[src/rtl/dlle_pkg.sv]
// Shared types and codes for the doubly linked list engine.
// No dependencies.
package dlle_pkg;

    localparam int ACT_W = 3;
    localparam int VAL_W = 32;
    localparam int POS_W = 5;
    localparam int STS_W = 3;
    localparam int LEN_W = 5;

    typedef enum logic [ACT_W-1:0] {
        ACT_INS_FRONT = 3'd0,
        ACT_INS_BACK  = 3'd1,
        ACT_INS_AT    = 3'd2,
        ACT_DEL_FRONT = 3'd3,
        ACT_DEL_BACK  = 3'd4,
        ACT_DEL_AT    = 3'd5,
        ACT_FIND      = 3'd6,
        ACT_REVERSE   = 3'd7
    } action_t;

    typedef enum logic [STS_W-1:0] {
        STS_OK        = 3'd0,
        STS_EMPTY     = 3'd1,
        STS_RANGE     = 3'd2,
        STS_FULL      = 3'd3,
        STS_NOT_FOUND = 3'd4
    } status_t;

    typedef enum logic [2:0] {
        ST_IDLE,
        ST_DEC,
        ST_WALK,
        ST_ALLOC,
        ST_LINK1,
        ST_LINK2,
        ST_FIN
    } state_t;

endpackage

[src/rtl/dlle_ram.sv]
// Single-write, single-read synchronous RAM with registered read data.
// No dependencies.
module dlle_ram #(
    parameter int W = 32,
    parameter int D = 16
) (
    input  logic                 aclk,
    input  logic                 we,
    input  logic [$clog2(D)-1:0] waddr,
    input  logic [W-1:0]         wdata,
    input  logic [$clog2(D)-1:0] raddr,
    output logic [W-1:0]         rdata
);
    logic [W-1:0] mem [D];

    always_ff @(posedge aclk) begin
        if (we) begin
            mem[waddr] <= wdata;
        end
        rdata <= mem[raddr];
    end
endmodule

[src/rtl/dlle_ctrl.sv]
// List sequencer: node value/link memories, free stack and the control FSM.
// Depends on dlle_pkg and dlle_ram.
module dlle_ctrl #(
    parameter int CAPACITY = 16
) (
    input  logic                        aclk,
    input  logic                        aresetn,
    input  logic                        s_valid,
    output logic                        s_ready,
    input  logic [dlle_pkg::ACT_W-1:0]  s_action,
    input  logic signed [dlle_pkg::VAL_W-1:0] s_value,
    input  logic [dlle_pkg::POS_W-1:0]  s_position,
    output logic                        r_valid,
    input  logic                        r_ready,
    output logic [dlle_pkg::STS_W-1:0]  r_status,
    output logic signed [dlle_pkg::VAL_W-1:0] r_found,
    output logic [dlle_pkg::LEN_W-1:0]  r_length
);
    localparam int IW = $clog2(CAPACITY);
    localparam int LW = $clog2(CAPACITY + 1);
    localparam int XW = ((LW > dlle_pkg::POS_W) ? LW : dlle_pkg::POS_W) + 1;
    localparam logic [LW-1:0] NIL = LW'(CAPACITY);
    localparam logic [LW-1:0] CAP = LW'(CAPACITY);

    dlle_pkg::state_t  state_reg, state_next;
    dlle_pkg::action_t act_reg, act_next;
    logic [dlle_pkg::VAL_W-1:0] val_reg, val_next;
    logic [dlle_pkg::POS_W-1:0] pos_reg, pos_next;
    logic [LW-1:0] head_reg, head_next, tail_reg, tail_next;
    logic [LW-1:0] cnt_reg, cnt_next, stk_reg, stk_next, fresh_reg, fresh_next;
    logic [LW-1:0] cur_reg, cur_next, hops_reg, hops_next;
    logic [LW-1:0] pl_reg, pl_next, nx_reg, nx_next, node_reg, node_next;
    dlle_pkg::status_t sts_reg, sts_next;
    logic [dlle_pkg::VAL_W-1:0] found_reg, found_next;

    logic [IW-1:0] node_raddr, fs_raddr;
    logic          val_we, nxt_we, prv_we, fs_we;
    logic [IW-1:0] val_wa, nxt_wa, prv_wa, fs_wa;
    logic [dlle_pkg::VAL_W-1:0] val_wd, val_rd;
    logic [LW-1:0] nxt_wd, prv_wd, nxt_rd, prv_rd;
    logic [IW-1:0] fs_wd, fs_rd;

    logic [XW-1:0] posx, cntx;
    logic [LW-1:0] tgt, nsel;

    dlle_ram #(.W(dlle_pkg::VAL_W), .D(CAPACITY)) u_val (
        .aclk(aclk), .we(val_we), .waddr(val_wa), .wdata(val_wd),
        .raddr(node_raddr), .rdata(val_rd));
    dlle_ram #(.W(LW), .D(CAPACITY)) u_nxt (
        .aclk(aclk), .we(nxt_we), .waddr(nxt_wa), .wdata(nxt_wd),
        .raddr(node_raddr), .rdata(nxt_rd));
    dlle_ram #(.W(LW), .D(CAPACITY)) u_prv (
        .aclk(aclk), .we(prv_we), .waddr(prv_wa), .wdata(prv_wd),
        .raddr(node_raddr), .rdata(prv_rd));
    dlle_ram #(.W(IW), .D(CAPACITY)) u_fs (
        .aclk(aclk), .we(fs_we), .waddr(fs_wa), .wdata(fs_wd),
        .raddr(fs_raddr), .rdata(fs_rd));

    assign s_ready  = (state_reg == dlle_pkg::ST_IDLE);
    assign r_valid  = (state_reg == dlle_pkg::ST_FIN);
    assign r_status = sts_reg;
    assign r_found  = found_reg;
    assign r_length = dlle_pkg::LEN_W'(cnt_reg);
    assign posx     = XW'(pos_reg);
    assign cntx     = XW'(cnt_reg);

    always_ff @(posedge aclk) begin
        if (!aresetn) begin
            state_reg <= dlle_pkg::ST_IDLE;
            head_reg  <= NIL;
            tail_reg  <= NIL;
            cnt_reg   <= '0;
            stk_reg   <= '0;
            fresh_reg <= '0;
        end else begin
            state_reg <= state_next;
            head_reg  <= head_next;
            tail_reg  <= tail_next;
            cnt_reg   <= cnt_next;
            stk_reg   <= stk_next;
            fresh_reg <= fresh_next;
        end
        act_reg   <= act_next;
        val_reg   <= val_next;
        pos_reg   <= pos_next;
        cur_reg   <= cur_next;
        hops_reg  <= hops_next;
        pl_reg    <= pl_next;
        nx_reg    <= nx_next;
        node_reg  <= node_next;
        sts_reg   <= sts_next;
        found_reg <= found_next;
    end

    always_comb begin
        state_next = state_reg;
        act_next   = act_reg;
        val_next   = val_reg;
        pos_next   = pos_reg;
        head_next  = head_reg;
        tail_next  = tail_reg;
        cnt_next   = cnt_reg;
        stk_next   = stk_reg;
        fresh_next = fresh_reg;
        cur_next   = cur_reg;
        hops_next  = hops_reg;
        pl_next    = pl_reg;
        nx_next    = nx_reg;
        node_next  = node_reg;
        sts_next   = sts_reg;
        found_next = found_reg;
        node_raddr = cur_reg[IW-1:0];
        fs_raddr   = IW'(stk_reg - LW'(1));
        val_we = 1'b0; val_wa = '0; val_wd = val_reg;
        nxt_we = 1'b0; nxt_wa = '0; nxt_wd = NIL;
        prv_we = 1'b0; prv_wa = '0; prv_wd = NIL;
        fs_we  = 1'b0; fs_wa  = stk_reg[IW-1:0]; fs_wd = cur_reg[IW-1:0];
        tgt    = head_reg;
        nsel   = fresh_reg;

        case (state_reg)
            dlle_pkg::ST_IDLE: begin
                if (s_valid) begin
                    act_next   = dlle_pkg::action_t'(s_action);
                    val_next   = s_value;
                    pos_next   = s_position;
                    state_next = dlle_pkg::ST_DEC;
                end
            end
            dlle_pkg::ST_DEC: begin
                sts_next   = dlle_pkg::STS_OK;
                found_next = '0;
                hops_next  = '0;
                state_next = dlle_pkg::ST_FIN;
                case (act_reg)
                    dlle_pkg::ACT_INS_FRONT, dlle_pkg::ACT_INS_BACK,
                    dlle_pkg::ACT_INS_AT: begin
                        if (cnt_reg == CAP) begin
                            sts_next = dlle_pkg::STS_FULL;
                        end else if (act_reg == dlle_pkg::ACT_INS_AT && cnt_reg != '0
                                     && pos_reg != dlle_pkg::POS_W'(1)) begin
                            if (pos_reg == '0 || posx > cntx + XW'(1)) begin
                                sts_next = dlle_pkg::STS_RANGE;
                            end else begin
                                hops_next  = LW'(posx - XW'(2));
                                state_next = dlle_pkg::ST_WALK;
                            end
                        end else if (act_reg == dlle_pkg::ACT_INS_BACK && cnt_reg != '0) begin
                            pl_next    = tail_reg;
                            nx_next    = NIL;
                            state_next = dlle_pkg::ST_ALLOC;
                        end else begin
                            pl_next    = NIL;
                            nx_next    = head_reg;
                            state_next = dlle_pkg::ST_ALLOC;
                        end
                    end
                    dlle_pkg::ACT_DEL_FRONT, dlle_pkg::ACT_DEL_BACK,
                    dlle_pkg::ACT_DEL_AT: begin
                        if (cnt_reg == '0) begin
                            sts_next = dlle_pkg::STS_EMPTY;
                        end else if (act_reg == dlle_pkg::ACT_DEL_AT) begin
                            if (pos_reg == '0 || posx > cntx) begin
                                sts_next = dlle_pkg::STS_RANGE;
                            end else begin
                                hops_next  = LW'(posx - XW'(1));
                                state_next = dlle_pkg::ST_WALK;
                            end
                        end else begin
                            if (act_reg == dlle_pkg::ACT_DEL_BACK) begin
                                tgt = tail_reg;
                            end
                            state_next = dlle_pkg::ST_WALK;
                        end
                    end
                    dlle_pkg::ACT_FIND: begin
                        if (head_reg == NIL) begin
                            sts_next = dlle_pkg::STS_NOT_FOUND;
                        end else begin
                            state_next = dlle_pkg::ST_WALK;
                        end
                    end
                    default: begin
                        if (head_reg != NIL) begin
                            state_next = dlle_pkg::ST_WALK;
                        end
                    end
                endcase
                cur_next   = tgt;
                node_raddr = tgt[IW-1:0];
            end
            dlle_pkg::ST_WALK: begin
                // read data belongs to cur_reg; advance reads the next link directly
                cur_next   = nxt_rd;
                hops_next  = hops_reg - LW'(1);
                node_raddr = nxt_rd[IW-1:0];
                case (act_reg)
                    dlle_pkg::ACT_INS_FRONT, dlle_pkg::ACT_INS_BACK,
                    dlle_pkg::ACT_INS_AT: begin
                        if (hops_reg == '0) begin
                            pl_next    = cur_reg;
                            nx_next    = nxt_rd;
                            state_next = dlle_pkg::ST_ALLOC;
                        end
                    end
                    dlle_pkg::ACT_DEL_FRONT, dlle_pkg::ACT_DEL_BACK,
                    dlle_pkg::ACT_DEL_AT: begin
                        if (hops_reg == '0) begin
                            if (prv_rd != NIL) begin
                                nxt_we = 1'b1;
                                nxt_wa = prv_rd[IW-1:0];
                                nxt_wd = nxt_rd;
                            end else begin
                                head_next = nxt_rd;
                            end
                            if (nxt_rd != NIL) begin
                                prv_we = 1'b1;
                                prv_wa = nxt_rd[IW-1:0];
                                prv_wd = prv_rd;
                            end else begin
                                tail_next = prv_rd;
                            end
                            fs_we      = 1'b1;
                            stk_next   = stk_reg + LW'(1);
                            cnt_next   = cnt_reg - LW'(1);
                            state_next = dlle_pkg::ST_FIN;
                        end
                    end
                    dlle_pkg::ACT_FIND: begin
                        if (val_rd == val_reg) begin
                            found_next = val_rd;
                            state_next = dlle_pkg::ST_FIN;
                        end else if (nxt_rd == NIL) begin
                            sts_next   = dlle_pkg::STS_NOT_FOUND;
                            state_next = dlle_pkg::ST_FIN;
                        end
                    end
                    default: begin
                        nxt_we = 1'b1;
                        nxt_wa = cur_reg[IW-1:0];
                        nxt_wd = prv_rd;
                        prv_we = 1'b1;
                        prv_wa = cur_reg[IW-1:0];
                        prv_wd = nxt_rd;
                        if (nxt_rd == NIL) begin
                            head_next  = tail_reg;
                            tail_next  = head_reg;
                            state_next = dlle_pkg::ST_FIN;
                        end
                    end
                endcase
            end
            dlle_pkg::ST_ALLOC: begin
                state_next = dlle_pkg::ST_LINK1;
            end
            dlle_pkg::ST_LINK1: begin
                if (stk_reg != '0) begin
                    nsel     = LW'(fs_rd);
                    stk_next = stk_reg - LW'(1);
                end else begin
                    fresh_next = fresh_reg + LW'(1);
                end
                node_next  = nsel;
                val_we = 1'b1; val_wa = nsel[IW-1:0]; val_wd = val_reg;
                nxt_we = 1'b1; nxt_wa = nsel[IW-1:0]; nxt_wd = nx_reg;
                prv_we = 1'b1; prv_wa = nsel[IW-1:0]; prv_wd = pl_reg;
                state_next = dlle_pkg::ST_LINK2;
            end
            dlle_pkg::ST_LINK2: begin
                if (pl_reg != NIL) begin
                    nxt_we = 1'b1;
                    nxt_wa = pl_reg[IW-1:0];
                    nxt_wd = node_reg;
                end else begin
                    head_next = node_reg;
                end
                if (nx_reg != NIL) begin
                    prv_we = 1'b1;
                    prv_wa = nx_reg[IW-1:0];
                    prv_wd = node_reg;
                end else begin
                    tail_next = node_reg;
                end
                cnt_next   = cnt_reg + LW'(1);
                state_next = dlle_pkg::ST_FIN;
            end
            dlle_pkg::ST_FIN: begin
                if (r_ready) begin
                    state_next = dlle_pkg::ST_IDLE;
                end
            end
            default: begin
                state_next = dlle_pkg::ST_IDLE;
            end
        endcase
    end
endmodule

[src/rtl/doubly_linked_list_engine.sv]
// Input beat to result beat: refused requests and find/reverse on an empty list go from
// ST_DEC to ST_FIN; front/back delete add ST_WALK, front/back insert ST_ALLOC, ST_LINK1
// and ST_LINK2. Find, reverse and positional ops walk nodes in ST_WALK (up to CAPACITY), one
// link memory read per cycle. Throughput: one request in flight; the next beat is taken
// after the result moves to the output register; a waiting result does not block the input.
// Reset (synchronous, aresetn low): list empty, all nodes free; memories are not cleared.
module doubly_linked_list_engine #(
    parameter int CAPACITY = 16
) (
    input  logic                        aclk,
    input  logic                        aresetn,
    input  logic                        s_valid,
    output logic                        s_ready,
    input  logic [dlle_pkg::ACT_W-1:0]  s_action,
    input  logic signed [dlle_pkg::VAL_W-1:0] s_value,
    input  logic [dlle_pkg::POS_W-1:0]  s_position,
    output logic                        m_valid,
    input  logic                        m_ready,
    output logic [dlle_pkg::STS_W-1:0]  m_status,
    output logic signed [dlle_pkg::VAL_W-1:0] m_found_value,
    output logic [dlle_pkg::LEN_W-1:0]  m_length
);
    logic                        r_valid, r_ready;
    logic [dlle_pkg::STS_W-1:0]  r_status;
    logic signed [dlle_pkg::VAL_W-1:0] r_found;
    logic [dlle_pkg::LEN_W-1:0]  r_length;
    logic                        m_valid_reg;
    logic [dlle_pkg::STS_W-1:0]  m_status_reg;
    logic signed [dlle_pkg::VAL_W-1:0] m_found_reg;
    logic [dlle_pkg::LEN_W-1:0]  m_length_reg;

    dlle_ctrl #(.CAPACITY(CAPACITY)) u_ctrl (
        .aclk(aclk), .aresetn(aresetn),
        .s_valid(s_valid), .s_ready(s_ready),
        .s_action(s_action), .s_value(s_value), .s_position(s_position),
        .r_valid(r_valid), .r_ready(r_ready),
        .r_status(r_status), .r_found(r_found), .r_length(r_length));

    assign r_ready = !m_valid_reg || m_ready;

    always_ff @(posedge aclk) begin
        if (!aresetn) begin
            m_valid_reg <= 1'b0;
        end else if (r_ready) begin
            m_valid_reg <= r_valid;
        end
        if (r_ready && r_valid) begin
            m_status_reg <= r_status;
            m_found_reg  <= r_found;
            m_length_reg <= r_length;
        end
    end

    assign m_valid       = m_valid_reg;
    assign m_status      = m_status_reg;
    assign m_found_value = m_found_reg;
    assign m_length      = m_length_reg;
endmodule

[config.mk]
export PLATFORM = sky130hd
export DESIGN_NAME = doubly_linked_list_engine
export DESIGN_NICKNAME = d
export VERILOG_FILES = /design/src/rtl/dlle_pkg.sv /design/src/rtl/dlle_ram.sv /design/src/rtl/dlle_ctrl.sv /design/src/rtl/doubly_linked_list_engine.sv
export SDC_FILE = /design/constraint.sdc
export NUM_CORES = 1
export LEC_CHECK = 0
export ABC_AREA = 1
export BUFFER_PORTS_ARGS = -buffer_cell sky130_fd_sc_hd__buf_2
export CAP_MARGIN = 0
export CORE_ASPECT_RATIO = 0.5
export CORE_MARGIN = 5
export CORE_UTILIZATION = 53
export DETAILED_ROUTE_END_ITERATION = 6
export GPL_TIMING_DRIVEN = 0
export PLACE_DENSITY = 0.81
export SLEW_MARGIN = 10
export SYNTH_ARGS = -nofsm -noshare
export SYNTH_HDL_FRONTEND = slang
export SYNTH_HIERARCHICAL = 1
export SYNTH_SLANG_ARGS = --single-unit
[constraint.sdc]
create_clock -name aclk -period 4.55 [get_ports aclk]
set_clock_uncertainty 0.2 [all_clocks]
set_input_delay 0.2275 -clock aclk [delete_from_list [all_inputs] [get_ports aclk]]
set_output_delay 0.2275 -clock aclk [all_outputs]
set_load 0.05 [all_outputs]
==> flow_summary.toml <==
[status]
outcome = "finished clean"

[die]
io_pins = 86
core_um2 = 77600
die-area_um2 = 84600
dieWidth_um = 406
fp.dieH_um = 208
initial_core_util = 0.537
rows = 72

[critical_path]
arrival_ns = 4.67
max_stage_delay_ns = 0.90
rr_endpoint = "u_ctrl/u_val/rdata[31]"
crit_path_start = "u_ctrl/state_reg[0]"
cp.required_ns = 4.88
slowest_stage = "buf_1"
crit_chain = "inv_2, nor2_1, inv_1, nand2_1, inv_1, nand2_1, o211ai_1, buf_4, buf_4, inv_2, buf_1, nand3_1, nand3_1, nand2_1"
rrSetupSlack_ns = 0.22
worst-path-buf-inv = 7
path_common_cell = "nand2_1"
crit_fanout = 12
path_class = "flop to flop"
path_delay_family = "buffers and inverters"
end_kind = "flop"
r2r_cells = 14
cp-start-kind = "flop"
rr_startpoint = "u_ctrl/state_reg[0]"

[finish]
top_register = "u_ctrl/u_val/mem"
finalInstanceArea_um2 = 47300
layout-drive-gt1-share = 0.124
fin_nets = 4321
largest_reg_flops = 512
antennaDiodeCount = 0
syn_to_final_growth_pct = 13.7
fin_cells = 5356
reg_top3 = "u_ctrl/u_val/mem: 512 flops, u_ctrl/u_nxt/mem: 80 flops, u_ctrl/u_prv/mem: 80 flops"
final_common_cell = "nand2_1"
layout_common_cells = "nand2_1, edfxtp_1, inv_1, nand3_1, buf_2"

[detailed_routing]
vias = 30200
drt_iter0_drc = 4074
routed_wirelength_um = 116000
wl_per_cell_um = 21.7
drc = 0
via_per_inst = 5.64
drtPass1Iterations = 6
ant_nets = 0

[grt]
antenna_found_initial = 0
grt_first_pass_wirelength_um = 175000
grt_overflow_total = 0
grt_pass1_vias = 30100
grt_max_degree = 25
grt_usage = 0.273

[hold_path]
hold_depth = 2
hold_end = "u_ctrl/val_reg[22]"
worst_hold_path_type = "input pin to flop"
hold_start = "s_value[22]"

[clock_tree]
cts_root_buffer = "clkbuf_16"
cts_buffer_depth = 3
clk_pin_slew_ns = 0.07
clock_sinks = 951
numCtsBuffers = 83
htreeDepth = 3
cts_resized = 0
clock_latency_ns = 0.67
cts_tree = "built"

[pwr]
p_total_mw = 35.4
p_int_mw = 20.0
vdd_drop_max_mv = 0.630
leakagePower_nw = 19.9
p_comb_frac = 0.450
power.switching_mw = 15.4
swShare = 0.435
p_seq_frac = 0.345
powerDensity_nw_per_um2 = 748
p_clk_frac = 0.205

[synthesis]
synth_area_leader_cell = "edfxtp_1"
yosysWarnings = 6
synthFlopType = "edfxtp_1"
ys_types = 51
synthArstFlopShare = 0
synth_nets = 4073
synth.avg_cell_area_um2 = 10.4
synth_edf_count = 876
synthTopCellsByArea = "edfxtp_1, nand2_1, nand3_1"
ys_seq_elements = 951
netlist_area_um2 = 41600
synth.top_cell.area_share = 0.632
synth-seq-area-share = 0.668
syn_inst = 4005

[placed_design]
dp_hpwl_um = 76900
post_dp_cell_area_um2 = 44100
post-place-cells = 5152
place_congestion = 0.934
portBuffers = 85
dpl_worst_slack_ns = -0.0518

[sta]
clock.fmax_ghz = 0.231
worst_pin_slew_ns = 1.17
min_period_over_period = 0.953
period_minus_slack_ns = 4.33
hold_viol = 0
grt_setup_unrepaired = "false"
setup_viol_count_final = 0
worst_slack_ns = 0.215
slew_viol_final = 0
relSlewSlack = 0.220
setup_tns_ns = 0

[run]
max_cap_violations = 0
-- worst max-delay path by stage --
stage / endpoint / depth (start not counted) / slack, ns
after floorplan: u_ctrl/act_reg[0] / 5 / 0.79
after global placement: u_ctrl/u_val/mem[9][21] / 9 / -1.56
after detailed placement: u_ctrl/u_val/rdata[7] / 12 / -0.05
after CTS: u_ctrl/u_val/mem[6][11] / 10 / 0.28
after global routing: u_ctrl/u_val/rdata[26] / 13 / 0.14
final: u_ctrl/u_val/rdata[31] / 14 / 0.22
-- cells in the mapped netlist (3+ instances only) --
| master | n |
|---|---|
| nor3_1 | 10 |
| a22oi_1 | 3 |
| dfxtp_1 | 75 |
| nand2_1 | 1105 |
| nor2_2 | 5 |
| o221ai_1 | 14 |
| o21ai_1 | 11 |
| o21ai_0 | 75 |
| buf_1 | 17 |
| edfxtp_1 | 876 |
| a21oi_1 | 46 |
| nand2_4 | 3 |
| nor2_1 | 156 |
| nand2_2 | 44 |
| xnor2_1 | 28 |
| inv_1 | 646 |
| inv_2 | 69 |
| nand3b_1 | 8 |
| clkbuf_1 | 20 |
| nand3_1 | 574 |
| nor2_4 | 3 |
| buf_2 | 60 |
| o31ai_1 | 5 |
| buf_12 | 5 |
| nand4_1 | 9 |
| buf_4 | 19 |
| o211ai_1 | 13 |
| a31oi_1 | 7 |
| buf_6 | 41 |
| xor2_1 | 8 |
| ha_1 | 23 |
-- metal layers --
layer | vias up | global-route usage | part of all wire
met2 | 2038 | 0.448 | 0.47
li1 | 13500 | - | -
met5 | - | 0 | 0
met1 | 14200 | 0.350 | 0.36
met3 | 436 | 0.0594 | 0.12
met4 | 0 | 0.127 | 0.050
-- repair_timing --
action | CTS | global route
pin swaps | 2 | 2
endpoints found under the hold margin | 79 | 0
setup buffers | 4 | 4
hold buffers | 45 | 0
cloned | 0 | 0
endpoints found under the setup margin | 7 | 26
-- layout make-up --
type,instances,area (um2)
Buffer,161,1140
Clock buffer,101,2180
Clock inverter,51,558
Fill cell,5705,30200
Inverter,722,2740
Multi-Input combinational cell,2170,10200
Sequential cell,951,27800
Tap cell,1036,1300
Timing Repair Buffer,164,1460
-- per-stage QoR --
step | hold WS [ns] | util
floorplan | 0.126 | -
global placement | 0.204 | 0.559
detailed placement | 0.205 | 0.568
CTS | 0.0420 | 0.610
global route | 0.0533 | 0.610
finish | 0.0715 | 0.610
-- kinds of logic after synthesis --
logic type,share of synthesized area
xor+xnor,0.00757
buf+inv,0.0932
fa+ha+maj,0.00739
compound gates,0.0266
simple gates,0.197
flops,0.668
-- power by group through the flow --
| stage | Sequential (mW) | Combinational [mW] | Clock (mW) |
|---|---|---|---|
| CTS | 12.2 | 15.4 | 7.31 |
| finish | 12.2 | 15.9 | 7.26 |
| global placement | 12.4 | 14.5 | 0 |
| floorplan | 12.0 | 9.81 | 0 |
| global route | 12.3 | 17.0 | 7.72 |
| detailed placement | 12.4 | 15.1 | 0 |
No activity file was read; power rests on OpenSTA's default activity.
